$ cat src/bmrj_ram.sv
// Generic single-clock RAM: one write port, one read port with registered data.
// Depends on nothing outside this file.
module bmrj_ram #(
   parameter int WIDTH = 8,
   parameter int DEPTH = 16
) (
   input  logic                     clock,
   input  logic                     wr_en,
   input  logic [$clog2(DEPTH)-1:0] wr_addr,
   input  logic [WIDTH-1:0]         wr_data,
   input  logic                     rd_en,
   input  logic [$clog2(DEPTH)-1:0] rd_addr,
   output logic [WIDTH-1:0]         rd_data
);

   logic [WIDTH-1:0] mem [DEPTH];

   always_ff @(posedge clock) begin
      if (wr_en) begin
         mem[wr_addr] <= wr_data;
      end
      if (rd_en) begin
         rd_data <= mem[rd_addr];
      end
   end

endmodule
$ cat config.mk
export PLATFORM = sky130hd
export DESIGN_NAME = bmrj_ram
export DESIGN_NICKNAME = d
export VERILOG_FILES = /design/src/bmrj_ram.sv
export SDC_FILE = /design/constraint.sdc
export NUM_CORES = 1
export LEC_CHECK = 0
export ABC_AREA = 1
export BUFFER_PORTS_ARGS = -buffer_cell sky130_fd_sc_hd__clkbuf_2
export CORE_ASPECT_RATIO = 1.25
export CORE_MARGIN = 10
export CORE_UTILIZATION = 55
export DETAILED_ROUTE_END_ITERATION = 10
export GPL_TIMING_DRIVEN = 0
export PLACE_DENSITY = 0.84
export SLEW_MARGIN = 20
export SYNTH_ARGS = -nofsm -noshare
export SYNTH_HDL_FRONTEND = slang
export SYNTH_SLANG_ARGS = --single-unit
$ cat constraint.sdc
create_clock -name clock -period 1.2 [get_ports clock]
set_input_delay 0.24 -clock clock [delete_from_list [all_inputs] [get_ports clock]]
set_output_delay 0.24 -clock clock [all_outputs]
set_load 0.02 [all_outputs]
==> flow_summary.html, run 1 <==
<table>
<tr><th>Metric</th><th>Value</th></tr>
<tr><th colspan="2">Clock network</th></tr>
<tr><td>Postcts setup bufs</td><td>0</td></tr>
<tr><td>Clock tree from TritonCTS</td><td>built</td></tr>
<tr><td>Insertion delay to the later sink of the worst-skew pair</td><td>430 ps</td></tr>
<tr><td>Clock tree root driver cell</td><td>sky130_fd_sc_hd__clkbuf_16</td></tr>
<tr><td>Buffer depth of the longest clock path</td><td>2</td></tr>
<tr><td>Count of H-tree levels built during CTS</td><td>4</td></tr>
<tr><td>TritonCTS Buffers</td><td>17</td></tr>
<tr><td>Sink count of the clock tree</td><td>136</td></tr>
<tr><td>Clock edge transition at the registers on the reported setup and hold paths</td><td>50 ps</td></tr>
<tr><td>Hold-fix buffer count after cts</td><td>0</td></tr>
<tr><th colspan="2">Worst hold path</th></tr>
<tr><td>Worst hold path endpoint</td><td>rd_data[0]</td></tr>
<tr><td>Worst hold start</td><td>rd_en</td></tr>
<tr><td>Worst hold-check path type</td><td>in2reg</td></tr>
<tr><td>Number of stages on the worst hold path</td><td>1</td></tr>
<tr><th colspan="2">Cells and area</th></tr>
<tr><td>Final Non-Filler Cells</td><td>738</td></tr>
<tr><td>Net count reported at finish</td><td>612</td></tr>
<tr><td>Area added between synthesis and finish</td><td>16.0%</td></tr>
<tr><td>Final Cell Area</td><td>6790 um2</td></tr>
<tr><td>Number of inserted diodes</td><td>0</td></tr>
<tr><td>Share of layout cells above drive strength 1</td><td>15.5%</td></tr>
<tr><td>Final design utilization</td><td>64.6%</td></tr>
<tr><td>Number of filler instances in the final layout</td><td>789</td></tr>
<tr><th colspan="2">Worst setup path</th></tr>
<tr><td>Crit path max fanout</td><td>8</td></tr>
<tr><td>Destination of the worst register-to-register timing path</td><td>rd_data[6]</td></tr>
<tr><td>Endpoint type of the worst setup path</td><td>flop</td></tr>
<tr><td>Critical path required time</td><td>1250 ps</td></tr>
<tr><td>FF-to-FF Start</td><td>mem[0][6]</td></tr>
<tr><td>Arr. time, crit path</td><td>1290 ps</td></tr>
<tr><td>Worst setup SP type</td><td>input port</td></tr>
<tr><td>Number of cells traversed by the worst register-to-register path</td><td>6</td></tr>
<tr><td>Minimum setup slack among reg-to-reg paths</td><td>40 ps</td></tr>
<tr><td>Worst setup path class</td><td>in2reg</td></tr>
<tr><th colspan="2">Power</th></tr>
<tr><td>Leakage dissipation</td><td>2.93 nW</td></tr>
<tr><td>Post-route total power</td><td>11.0 mW</td></tr>
<tr><td>Highest ir drop seen on vdd</td><td>0.00107 V</td></tr>
<tr><td>Pwr dens</td><td>1620 nW/um2</td></tr>
<tr><th colspan="2">STA</th></tr>
<tr><td>Setup repair after global routing missed its margin</td><td>true</td></tr>
<tr><td>Fin. Hold Viols</td><td>0</td></tr>
<tr><td>Worst path setup slack after routing</td><td>-43.3 ps</td></tr>
<tr><td>Worst-Margin Slew</td><td>864 ps</td></tr>
<tr><td>Worst clock skew on the final layout</td><td>4.59 ps</td></tr>
<tr><td>Final cycle utilization of the critical path</td><td>104%</td></tr>
<tr><td>Setup-failing EPs final</td><td>16</td></tr>
<tr><td>Fmax</td><td>804 MHz</td></tr>
<tr><td>Final Critical Period</td><td>1240 ps</td></tr>
<tr><td>Final Max Tran Viols</td><td>0</td></tr>
<tr><td>Post-route setup TNS</td><td>-569 ps</td></tr>
<tr><td>Worst-case headroom to the max-slew limit</td><td>42.2%</td></tr>
<tr><th colspan="2">Yosys</th></tr>
<tr><td>Proportion of synthesized chip area in sequential cells</td><td>69.8%</td></tr>
<tr><td>Syn Std Cell Area</td><td>5850 um2</td></tr>
<tr><td>Post-synthesis cell type count</td><td>11</td></tr>
<tr><td>Mapped Nets</td><td>570</td></tr>
<tr><td>Avg Synthesized Cell Area</td><td>10.6 um2</td></tr>
<tr><td>Count of state elements after synthesis</td><td>136</td></tr>
<tr><td>Number of warning messages in the yosys log</td><td>0</td></tr>
<tr><td>Number of instances in the synthesized netlist</td><td>551</td></tr>
<tr><th colspan="2">Placed design</th></tr>
<tr><td>Placement-stage cell area</td><td>6130 um2</td></tr>
<tr><td>Number of buffer cells added on primary ports</td><td>23</td></tr>
<tr><td>Post-detail-place hpwl</td><td>8.98 mm</td></tr>
<tr><td>RePlAce Congestion</td><td>0.900</td></tr>
<tr><td>Post-placement cell count</td><td>706</td></tr>
<tr><th colspan="2">Floorplan</th></tr>
<tr><td>Vert. Die Dim</td><td>135 um</td></tr>
<tr><td>Standard cell core area</td><td>10500 um2</td></tr>
<tr><td>Rows</td><td>42</td></tr>
<tr><td>Starting density of the core</td><td>55.6%</td></tr>
<tr><td>Total I/O pin count</td><td>27</td></tr>
<tr><td>Horizontal extent of the die</td><td>112 um</td></tr>
<tr><td>Area of the die</td><td>15200 um2</td></tr>
<tr><th colspan="2">Global routing</th></tr>
<tr><td>Maximum number of pins on one net before global-route repair</td><td>17</td></tr>
<tr><td>Gr usage total</td><td>18.4%</td></tr>
<tr><td>Initial antenna violation count</td><td>0</td></tr>
<tr><td>Overall overflow remaining after global route</td><td>0</td></tr>
<tr><td>Vias in the first global route</td><td>3872</td></tr>
<tr><td>Global-route wire length before repair</td><td>21.1 mm</td></tr>
<tr><th colspan="2">Route</th></tr>
<tr><td>Routed wire per std cell</td><td>18.6 um</td></tr>
<tr><td>Vias per std cell</td><td>5.45</td></tr>
<tr><td>Detailed-route DRC error count</td><td>0</td></tr>
<tr><td>Detailed-router iteration count before antenna repair</td><td>7</td></tr>
<tr><td>Routed WL</td><td>13.7 mm</td></tr>
<tr><td>Initial detailed-routing violation count</td><td>418</td></tr>
<tr><td>Vias after detailed routing</td><td>4019</td></tr>
<tr><td>Antenna Violating Nets Remaining</td><td>0</td></tr>
<tr><th colspan="2">Flow run</th></tr>
<tr><td>Number of maximum-capacitance violations</td><td>0</td></tr>
<tr><th colspan="2">Status</th></tr>
<tr><td>Violated checks</td><td>negative setup slack</td></tr>
<tr><td>Outcome</td><td>complete, but fails checks</td></tr>
</table>
## flip-flops by register name, indices dropped and copies added, names as in the netlist
register and cells:
mem 128, rd_data 8
## area by class of cell
cell class,instances,area (um2),share of cell area (%)
sequential,136,4080,60.2
clock buffer,18,429,6.32
timing repair buffer,23,146,2.16
clock inverter,14,133,1.95
buffer,24,166,2.45
tap,132,165,2.43
inverter,102,383,5.64
multi-input combinational,289,1280,18.8
## layer usage
metal  vias up  share of wire (%)  routed length (um)  track usage (%)
met5         -                  0                   0                0
met4         0                2.9                 395             7.98
met1      1868                 37                5090             21.4
li1       1870                  -                   -                -
met2       244                 51                7000             30.6
met3        37                9.2                1260             5.72
## through the flow
step                hold WS (ps)  setup slack (ps)
CTS                          165             -26.5
global route                 182              -122
floorplan                    339              9.16
global placement             580              -459
finish                       170             -43.3
detailed placement           602              -552
## synthesized netlist by cell type (all sizes together)
cell type,count,area (um2)
buf,24,166
nand2,173,649
inv,102,383
nor2,17,63.8
nand3,97,485
nand3b,2,15.0
edfxtp,136,4080
## placed cells by master, fill, tap and decap left out, types with 3 or more instances in the layout
| cell | netlist | routed |
|---|---|---|
| sky130_fd_sc_hd__buf_2 | 13 | 16 |
| sky130_fd_sc_hd__buf_4 | 4 | 4 |
| sky130_fd_sc_hd__buf_6 | 6 | 11 |
| sky130_fd_sc_hd__clkbuf_16 | 0 | 17 |
| sky130_fd_sc_hd__clkbuf_2 | 0 | 15 |
| sky130_fd_sc_hd__clkinv_1 | 0 | 3 |
| sky130_fd_sc_hd__clkinv_2 | 0 | 4 |
| sky130_fd_sc_hd__edfxtp_1 | 136 | 136 |
| sky130_fd_sc_hd__inv_1 | 100 | 100 |
| sky130_fd_sc_hd__nand2_1 | 173 | 171 |
| sky130_fd_sc_hd__nand3_1 | 97 | 89 |
| sky130_fd_sc_hd__nand3_2 | 0 | 8 |
| sky130_fd_sc_hd__nor2_1 | 17 | 9 |
| sky130_fd_sc_hd__nor2_2 | 0 | 8 |
## worst max-delay path, stage by stage
cell and delay (ps):
sky130_fd_sc_hd__clkbuf_2 100, sky130_fd_sc_hd__nand3b_1 240, sky130_fd_sc_hd__nor2_1 700
## kinds of logic (layout without fill, tap and decap cells)
| group | Yosys count | count (layout) | share of synthesized area (%) |
|---|---|---|---|
| AND/OR/NAND/NOR | 289 | 289 | 20.8 |
| flip-flops | 136 | 136 | 69.8 |
| buffers and inverters | 126 | 181 | 9.39 |
## how the worst max path moves through the flow
stage | from | to | cells after the start | slack [ps]
after floorplan | wr_addr[3] | mem[4][0] | 2 | 9
after global placement | wr_addr[3] | mem[4][4] | 3 | -460
after detailed placement | wr_addr[3] | mem[5][6] | 3 | -550
after CTS | wr_addr[3] | mem[6][5] | 3 | -30
after global routing | wr_addr[3] | mem[6][3] | 3 | -120
final | wr_addr[3] | mem[6][5] | 3 | -40
## report_power, final
group,internal [mW],total (mW),leakage (nW),switching [mW]
registers,5.36,5.39,1.24,0.0293
clock network,3.02,4.90,0.272,1.88
logic,0.221,0.738,1.42,0.517
## repair_timing
item                                    4_1_cts  5_1_grt
endpoints found under the setup margin       27       53
endpoints found under the hold margin         0        0
resized for setup                             4       32
gates cloned                                  0        0
Note: power is estimated with default switching activity, not from simulation.
==> run 2: changes to the inputs <==
--- a/config.mk
+++ b/config.mk
@@ -10,6 +10,7 @@
 export CORE_ASPECT_RATIO = 1.25
 export CORE_MARGIN = 10
 export CORE_UTILIZATION = 55
+export CTS_BUF_LIST = sky130_fd_sc_hd__clkbuf_16
 export DETAILED_ROUTE_END_ITERATION = 10
 export GPL_TIMING_DRIVEN = 0
 export PLACE_DENSITY = 0.84
==> run 2 against run 1 <==
- the run still ends with negative setup slack left
- cell area did not move
- routed wire length about the same
- register-to-register slack hardly changed
- first-iteration DRC count unchanged
- cell count did not move
- clock skew about the same
- non-clock buffer count is the same
- count of clock-buffer cells in the layout shrank 1
- sequential power about the same
- critical path depth did not move
- setup slack is essentially flat
- sequential share of layout area unchanged
==> flow_summary.html, run 2 (synthesis gave the netlist of run 1 again) <==
<table>
<tr><th>Metric</th><th>Value</th></tr>
<tr><th colspan="2">Route</th></tr>
<tr><td>DRT met1 WL</td><td>5.09 mm</td></tr>
<tr><td>Max layer used</td><td>met4</td></tr>
<tr><td>Detailed-route DRC error count</td><td>0</td></tr>
<tr><td>Routed WL</td><td>13.7 mm</td></tr>
<tr><td>Vias after detailed routing</td><td>4014</td></tr>
<tr><td>Length of routed met2 wiring</td><td>6.99 mm</td></tr>
<tr><td>Initial detailed-routing violation count</td><td>418</td></tr>
<tr><td>Vias per std cell</td><td>5.44</td></tr>
<tr><td>Antenna Violating Nets Remaining</td><td>0</td></tr>
<tr><td>Met3 routed wirelength</td><td>1.27 mm</td></tr>
<tr><td>Routed wire per std cell</td><td>18.6 um</td></tr>
<tr><td>Detailed-router iteration count before antenna repair</td><td>6</td></tr>
<tr><th colspan="2">Global routing</th></tr>
<tr><td>Initial antenna violation count</td><td>0</td></tr>
<tr><td>Global-route wire length before repair</td><td>21.1 mm</td></tr>
<tr><td>Gr usage total</td><td>18.4%</td></tr>
<tr><td>Maximum number of pins on one net before global-route repair</td><td>17</td></tr>
<tr><td>Overall overflow remaining after global route</td><td>0</td></tr>
<tr><td>Vias in the first global route</td><td>3872</td></tr>
<tr><th colspan="2">STA</th></tr>
<tr><td>Setup-failing EPs final</td><td>16</td></tr>
<tr><td>Fin. Hold Viols</td><td>0</td></tr>
<tr><td>Worst hold slack after final layout</td><td>170 ps</td></tr>
<tr><td>Worst path setup slack after routing</td><td>-43.1 ps</td></tr>
<tr><td>Final Critical Period</td><td>1240 ps</td></tr>
<tr><td>Final cycle utilization of the critical path</td><td>104%</td></tr>
<tr><td>Worst-Margin Slew</td><td>864 ps</td></tr>
<tr><td>Worst clock skew on the final layout</td><td>4.37 ps</td></tr>
<tr><td>Worst-case headroom to the max-slew limit</td><td>42.2%</td></tr>
<tr><td>Fmax</td><td>804 MHz</td></tr>
<tr><td>Post-route setup TNS</td><td>-565 ps</td></tr>
<tr><td>Final Max Tran Viols</td><td>0</td></tr>
<tr><td>Setup repair after global routing missed its margin</td><td>true</td></tr>
<tr><th colspan="2">Clock network</th></tr>
<tr><td>Clock edge transition at the registers on the reported setup and hold paths</td><td>50 ps</td></tr>
<tr><td>Count of H-tree levels built during CTS</td><td>4</td></tr>
<tr><td>Hold-fix buffer count after cts</td><td>0</td></tr>
<tr><td>Insertion delay to the later sink of the worst-skew pair</td><td>430 ps</td></tr>
<tr><td>Clock tree from TritonCTS</td><td>built</td></tr>
<tr><td>TritonCTS Buffers</td><td>17</td></tr>
<tr><td>Clock tree root driver cell</td><td>sky130_fd_sc_hd__clkbuf_16</td></tr>
<tr><td>Sink count of the clock tree</td><td>136</td></tr>
<tr><td>Postcts setup bufs</td><td>0</td></tr>
<tr><td>Buffer depth of the longest clock path</td><td>2</td></tr>
<tr><th colspan="2">Worst setup path</th></tr>
<tr><td>CP Buf/Inv Count</td><td>1</td></tr>
<tr><td>Worst setup path class</td><td>in2reg</td></tr>
<tr><td>Arr. time, crit path</td><td>1290 ps</td></tr>
<tr><td>Critical path, cell by cell</td><td>clkbuf_2, nand3b_1, nor2_1</td></tr>
<tr><td>Crit path max fanout</td><td>8</td></tr>
<tr><td>Worst setup SP type</td><td>input port</td></tr>
<tr><td>Critical path required time</td><td>1250 ps</td></tr>
<tr><td>Cell with the largest stage delay on the worst path</td><td>sky130_fd_sc_hd__nor2_1</td></tr>
<tr><td>Endpoint type of the worst setup path</td><td>flop</td></tr>
<tr><td>Largest stage delay on the critical path</td><td>700 ps</td></tr>
<tr><td>Family of cells with the greatest summed delay on the critical path</td><td>simple AND/OR/NAND/NOR gates</td></tr>
<tr><th colspan="2">Floorplan</th></tr>
<tr><td>Total I/O pin count</td><td>27</td></tr>
<tr><td>Horizontal extent of the die</td><td>112 um</td></tr>
<tr><td>Rows</td><td>42</td></tr>
<tr><td>Starting density of the core</td><td>55.6%</td></tr>
<tr><td>Vert. Die Dim</td><td>135 um</td></tr>
<tr><td>Standard cell core area</td><td>10500 um2</td></tr>
<tr><td>Area of the die</td><td>15200 um2</td></tr>
<tr><th colspan="2">Placed design</th></tr>
<tr><td>Placement-stage cell area</td><td>6130 um2</td></tr>
<tr><td>RePlAce Congestion</td><td>0.900</td></tr>
<tr><td>Post-detail-place hpwl</td><td>8.98 mm</td></tr>
<tr><td>Number of buffer cells added on primary ports</td><td>23</td></tr>
<tr><th colspan="2">Worst hold path</th></tr>
<tr><td>Worst hold-check path type</td><td>in2reg</td></tr>
<tr><th colspan="2">Cells and area</th></tr>
<tr><td>Largest registers in the final layout</td><td>mem x128, rd_data x8</td></tr>
<tr><td>Most flops, register</td><td>mem</td></tr>
<tr><td>Area added between synthesis and finish</td><td>16.0%</td></tr>
<tr><td>Net count reported at finish</td><td>612</td></tr>
<tr><td>Final Cell Area</td><td>6790 um2</td></tr>
<tr><td>Most frequent cells in the layout</td><td>sky130_fd_sc_hd__nand2_1, sky130_fd_sc_hd__edfxtp_1, sky130_fd_sc_hd__inv_1</td></tr>
<tr><td>Number of filler instances in the final layout</td><td>789</td></tr>
<tr><td>Number of inserted diodes</td><td>0</td></tr>
<tr><td>Most common library cell in the layout ignoring fill and taps</td><td>sky130_fd_sc_hd__nand2_1</td></tr>
<tr><td>Share of layout cells above drive strength 1</td><td>15.5%</td></tr>
<tr><td>Max FFs per register</td><td>128</td></tr>
<tr><th colspan="2">Flow run</th></tr>
<tr><td>Number of maximum-capacitance violations</td><td>0</td></tr>
<tr><th colspan="2">Status</th></tr>
<tr><td>Outcome</td><td>complete, but fails checks</td></tr>
<tr><td>Violated checks</td><td>negative setup slack</td></tr>
<tr><th colspan="2">Power</th></tr>
<tr><td>Highest ir drop seen on vdd</td><td>0.00107 V</td></tr>
<tr><td>Pwr dens</td><td>1620 nW/um2</td></tr>
<tr><td>Leakage dissipation</td><td>2.93 nW</td></tr>
</table>
## run 2: cell types whose count changed in the layout (fill, tap and decap cells not counted), sizes merged
cell,change
clkbuf,-1
inv,+1
## run 2: layer usage
layer | global-route usage (%) | vias up
met4 | 7.98 | 0
met2 | 30.6 | 241
met1 | 21.4 | 1866
met5 | 0 | -
li1 | - | 1870
met3 | 5.72 | 37
## run 2: path summary, 6_finish.rpt
check              from         end  slack, ps  depth (start not counted)
max reg2reg   mem[0][6]  rd_data[6]         40                          6
min reg2reg   mem[7][2]  rd_data[2]        780                          6
max          wr_addr[3]   mem[6][5]        -40                          3
min               rd_en  rd_data[0]        170                          1
## run 2: what timing repair did
action	4_1_cts	5_1_grt
endpoints found under the setup margin	27	53
pin swaps	0	0
gates resized for setup	4	32
## run 2: metrics by stage
step / std cells / power [mW] / utilization (%) / setup WS [ps]
floorplan: 551 / 5.88 / - / 9.16
global placement: 706 / 6.14 / 58.3 / -459
detailed placement: 706 / 6.16 / 58.3 / -552
CTS: 738 / 11.0 / 63.7 / -26.5
global route: 738 / 11.3 / 64.6 / -122
finish: 738 / 11.0 / 64.6 / -43.1
## run 2: where the power goes
| group | internal, mW | switching [mW] | leakage (nW) |
|---|---|---|---|
| Clock | 3.01 | 1.88 | 0.276 |
| Combinational | 0.221 | 0.516 | 1.42 |
| Sequential | 5.36 | 0.0293 | 1.24 |
## run 2: worst register-to-register path, stage by stage (launching register included)
cell and delay, ps:
sky130_fd_sc_hd__edfxtp_1 410, sky130_fd_sc_hd__inv_1 70, sky130_fd_sc_hd__nand2_1 80, sky130_fd_sc_hd__nand3_2 90, sky130_fd_sc_hd__nand3_2 100, sky130_fd_sc_hd__nand3_1 80, sky130_fd_sc_hd__nand2_1 70
## run 2: final cells by class
cell class | count | area (um2) | share of cell area [%]
plain buffers | 24 | 166 | 2.45
clock buffers | 17 | 425 | 6.27
clock inverters | 15 | 136 | 2.01
inverters | 102 | 383 | 5.64
multi-input cells | 289 | 1280 | 18.8
flip-flops and latches | 136 | 4080 | 60.2
well taps | 132 | 165 | 2.43
repair buffers | 23 | 146 | 2.16
==> run 3: changes to the inputs <==
--- a/config.mk
+++ b/config.mk
@@ -8,7 +8,6 @@
 export ABC_AREA = 1
 export BUFFER_PORTS_ARGS = -buffer_cell sky130_fd_sc_hd__clkbuf_2
 export CORE_ASPECT_RATIO = 1.25
-export CORE_MARGIN = 10
 export CORE_UTILIZATION = 55
 export CTS_BUF_LIST = sky130_fd_sc_hd__clkbuf_16
 export DETAILED_ROUTE_END_ITERATION = 10
==> run 3 against run 2 <==
- the flow still finishes with violations (negative setup slack)
- setup slack worse by 26 ps
- fmax down 2.1%
- combinational power up 0.8%
- flip-flop and latch count unchanged
- non-clock buffer count unchanged
- critical path depth unchanged
- via count up 3.2%
- critical endpoint is now mem[4][4]
- highest routed layer unchanged
==> flow_summary.html, run 3 (synthesis gave the netlist of run 1 again) <==
<table>
<tr><th>Metric</th><th>Value</th></tr>
<tr><th colspan="2">Cells and area</th></tr>
<tr><td>Largest registers in the final layout</td><td>mem x128, rd_data x8</td></tr>
<tr><td>Net count reported at finish</td><td>612</td></tr>
<tr><td>Share of layout cells above drive strength 1</td><td>14.7%</td></tr>
<tr><td>Final design utilization</td><td>66.5%</td></tr>
<tr><td>Most common library cell in the layout ignoring fill and taps</td><td>sky130_fd_sc_hd__nand2_1</td></tr>
<tr><td>Most frequent cells in the layout</td><td>sky130_fd_sc_hd__nand2_1, sky130_fd_sc_hd__edfxtp_1, sky130_fd_sc_hd__inv_1</td></tr>
<tr><td>Most flops, register</td><td>mem</td></tr>
<tr><td>Max FFs per register</td><td>128</td></tr>
<tr><td>Area added between synthesis and finish</td><td>16.1%</td></tr>
<tr><td>Number of inserted diodes</td><td>0</td></tr>
<tr><th colspan="2">Global routing</th></tr>
<tr><td>Gr usage total</td><td>27.1%</td></tr>
<tr><td>Maximum number of pins on one net before global-route repair</td><td>17</td></tr>
<tr><td>Met3 global-route usage</td><td>6.59%</td></tr>
<tr><td>Overall overflow remaining after global route</td><td>0</td></tr>
<tr><td>Vias in the first global route</td><td>3966</td></tr>
<tr><td>Global-route wire length before repair</td><td>21.1 mm</td></tr>
<tr><td>Met2 routing resource usage after global routing</td><td>43.3%</td></tr>
<tr><td>Initial antenna violation count</td><td>0</td></tr>
<tr><td>Most used routing layer in global routing</td><td>met2</td></tr>
<tr><td>Grt met1 use</td><td>34.3%</td></tr>
<tr><th colspan="2">Clock network</th></tr>
<tr><td>Sink count of the clock tree</td><td>136</td></tr>
<tr><td>Clock tree root driver cell</td><td>sky130_fd_sc_hd__clkbuf_16</td></tr>
<tr><td>TritonCTS Buffers</td><td>17</td></tr>
<tr><td>Clock tree from TritonCTS</td><td>built</td></tr>
<tr><td>Clock edge transition at the registers on the reported setup and hold paths</td><td>60 ps</td></tr>
<tr><td>Count of H-tree levels built during CTS</td><td>4</td></tr>
<tr><td>Buffer depth of the longest clock path</td><td>2</td></tr>
<tr><td>Insertion delay to the later sink of the worst-skew pair</td><td>420 ps</td></tr>
<tr><th colspan="2">Route</th></tr>
<tr><td>Vias per std cell</td><td>5.65</td></tr>
<tr><td>Vias after detailed routing</td><td>4144</td></tr>
<tr><td>Antenna Violating Nets Remaining</td><td>0</td></tr>
<tr><td>Routed WL</td><td>13.8 mm</td></tr>
<tr><td>Initial detailed-routing violation count</td><td>683</td></tr>
<tr><td>Detailed-route DRC error count</td><td>0</td></tr>
<tr><td>Detailed-router iteration count before antenna repair</td><td>5</td></tr>
<tr><td>Routed wire per std cell</td><td>18.8 um</td></tr>
<tr><th colspan="2">Worst setup path</th></tr>
<tr><td>FF-to-FF Start</td><td>mem[10][2]</td></tr>
<tr><td>Launch point of the critical path</td><td>wr_addr[3]</td></tr>
<tr><td>Minimum setup slack among reg-to-reg paths</td><td>0 ps</td></tr>
<tr><td>Critical path required time</td><td>1250 ps</td></tr>
<tr><td>Destination of the worst register-to-register timing path</td><td>rd_data[2]</td></tr>
<tr><td>Worst Setup EP</td><td>mem[4][4]</td></tr>
<tr><td>Worst setup path class</td><td>in2reg</td></tr>
<tr><td>Endpoint type of the worst setup path</td><td>flop</td></tr>
<tr><td>Worst setup SP type</td><td>input port</td></tr>
<tr><td>Crit path max fanout</td><td>8</td></tr>
<tr><td>Arr. time, crit path</td><td>1320 ps</td></tr>
<tr><td>Number of cells traversed by the worst register-to-register path</td><td>6</td></tr>
<tr><th colspan="2">Floorplan</th></tr>
<tr><td>Vert. Die Dim</td><td>117 um</td></tr>
<tr><td>Total I/O pin count</td><td>27</td></tr>
<tr><td>Rows</td><td>41</td></tr>
<tr><td>Horizontal extent of the die</td><td>94.2 um</td></tr>
<tr><td>Starting density of the core</td><td>57.3%</td></tr>
<tr><td>Standard cell core area</td><td>10200 um2</td></tr>
<tr><td>Area of the die</td><td>11000 um2</td></tr>
<tr><th colspan="2">Status</th></tr>
<tr><td>Violated checks</td><td>negative setup slack</td></tr>
<tr><td>Outcome</td><td>complete, but fails checks</td></tr>
<tr><th colspan="2">Power</th></tr>
<tr><td>Fraction of power spent switching nets</td><td>21.1%</td></tr>
<tr><td>Post-route total power</td><td>11.4 mW</td></tr>
<tr><td>Portion of total power attributed to the clock network</td><td>46.1%</td></tr>
<tr><td>Highest ir drop seen on vdd</td><td>0.00118 V</td></tr>
<tr><td>Net switching power of the design</td><td>2.40 mW</td></tr>
<tr><td>Flop pwr share</td><td>47.4%</td></tr>
<tr><td>Pwr dens</td><td>1680 nW/um2</td></tr>
<tr><td>P_int</td><td>8.97 mW</td></tr>
<tr><td>Combinational Power Share</td><td>6.5%</td></tr>
<tr><td>Leakage dissipation</td><td>2.95 nW</td></tr>
<tr><th colspan="2">STA</th></tr>
<tr><td>Worst clock skew on the final layout</td><td>5.94 ps</td></tr>
<tr><td>Final cycle utilization of the critical path</td><td>106%</td></tr>
<tr><td>Setup-failing EPs final</td><td>16</td></tr>
<tr><td>Final Max Tran Viols</td><td>0</td></tr>
<tr><td>Worst path setup slack after routing</td><td>-69.5 ps</td></tr>
<tr><td>Worst-Margin Slew</td><td>897 ps</td></tr>
<tr><td>Worst-case headroom to the max-slew limit</td><td>40.0%</td></tr>
<tr><td>Fmax</td><td>788 MHz</td></tr>
<tr><td>Setup repair after global routing missed its margin</td><td>true</td></tr>
<tr><td>Final Critical Period</td><td>1270 ps</td></tr>
<tr><td>Fin. Hold Viols</td><td>0</td></tr>
<tr><th colspan="2">Worst hold path</th></tr>
<tr><td>Worst hold-check path type</td><td>in2reg</td></tr>
<tr><td>Worst hold start</td><td>rd_en</td></tr>
<tr><th colspan="2">Placed design</th></tr>
<tr><td>RePlAce Congestion</td><td>0.912</td></tr>
<tr><td>Number of buffer cells added on primary ports</td><td>23</td></tr>
<tr><td>Post-detail-place hpwl</td><td>8.81 mm</td></tr>
<tr><th colspan="2">Flow run</th></tr>
<tr><td>Number of maximum-capacitance violations</td><td>0</td></tr>
</table>
## run 3: cell types whose count changed in the layout (fill, tap and decap cells not counted), sizes merged
cell | previous run | this run
bufinv | 2 | 4
clkbuf | 32 | 33
clkinvlp | 2 | 0
clkinv | 9 | 7
buf | 32 | 31
## run 3: what timing repair did
action,in CTS,in global routing
pin swaps,0,1
resized for setup,2,28
hold endpoints to repair,0,0
buffers inserted,0,0
hold buffers,0,0
setup endpoints to repair,10,70
## run 3: power by group through the flow
stage	Clock [mW]	Sequential, mW	Combinational [mW]
floorplan	0	5.50	0.375
global placement	0	5.47	0.663
detailed placement	0	5.48	0.686
CTS	5.22	5.38	0.703
global route	5.42	5.39	0.804
finish	5.24	5.39	0.744
## run 3: area by class of cell
cell class                 instances  area (um2)
clock inverter                    13         164
inverter                         102         383
sequential                       136        4080
clock buffer                      17         425
timing repair buffer              23         140
buffer                            24         166
multi-input combinational        289        1260
fill                             691        3420
tap                              129         161
## run 3: stage by stage
step                setup WS, ps  cell area (um2)  TNS [ps]  instances  hold WS (ps)
finish                     -69.5             6790      -570        733           156
floorplan                   9.16             5850         0        551           339
CTS                        -1.64             6720     -1.82        733           167
global placement            -401             6120    -43430        703           578
global route               -49.9             6790      -718        733           187
detailed placement          -427             6120    -46880        703           599
## run 3: worst min path at each step
stage | depth (start not counted) | slack [ps] | to
after global routing | 1 | 190 | rd_data[1]
after global placement | 1 | 580 | rd_data[0]
after CTS | 1 | 170 | rd_data[7]
after detailed placement | 1 | 600 | rd_data[1]
final | 1 | 160 | rd_data[6]
after floorplan | 0 | 340 | mem[0][0]
## run 3: routing by layer
layer	wire, um	part of all wire (%)
met1	5040	37
met2	6640	48
met5	0	0
met4	637	4.6
met3	1470	11
## run 3: worst max-delay path, stage by stage
cell and delay [ps]:
sky130_fd_sc_hd__clkbuf_2 100, sky130_fd_sc_hd__nand3b_1 240, sky130_fd_sc_hd__nor2_1 720
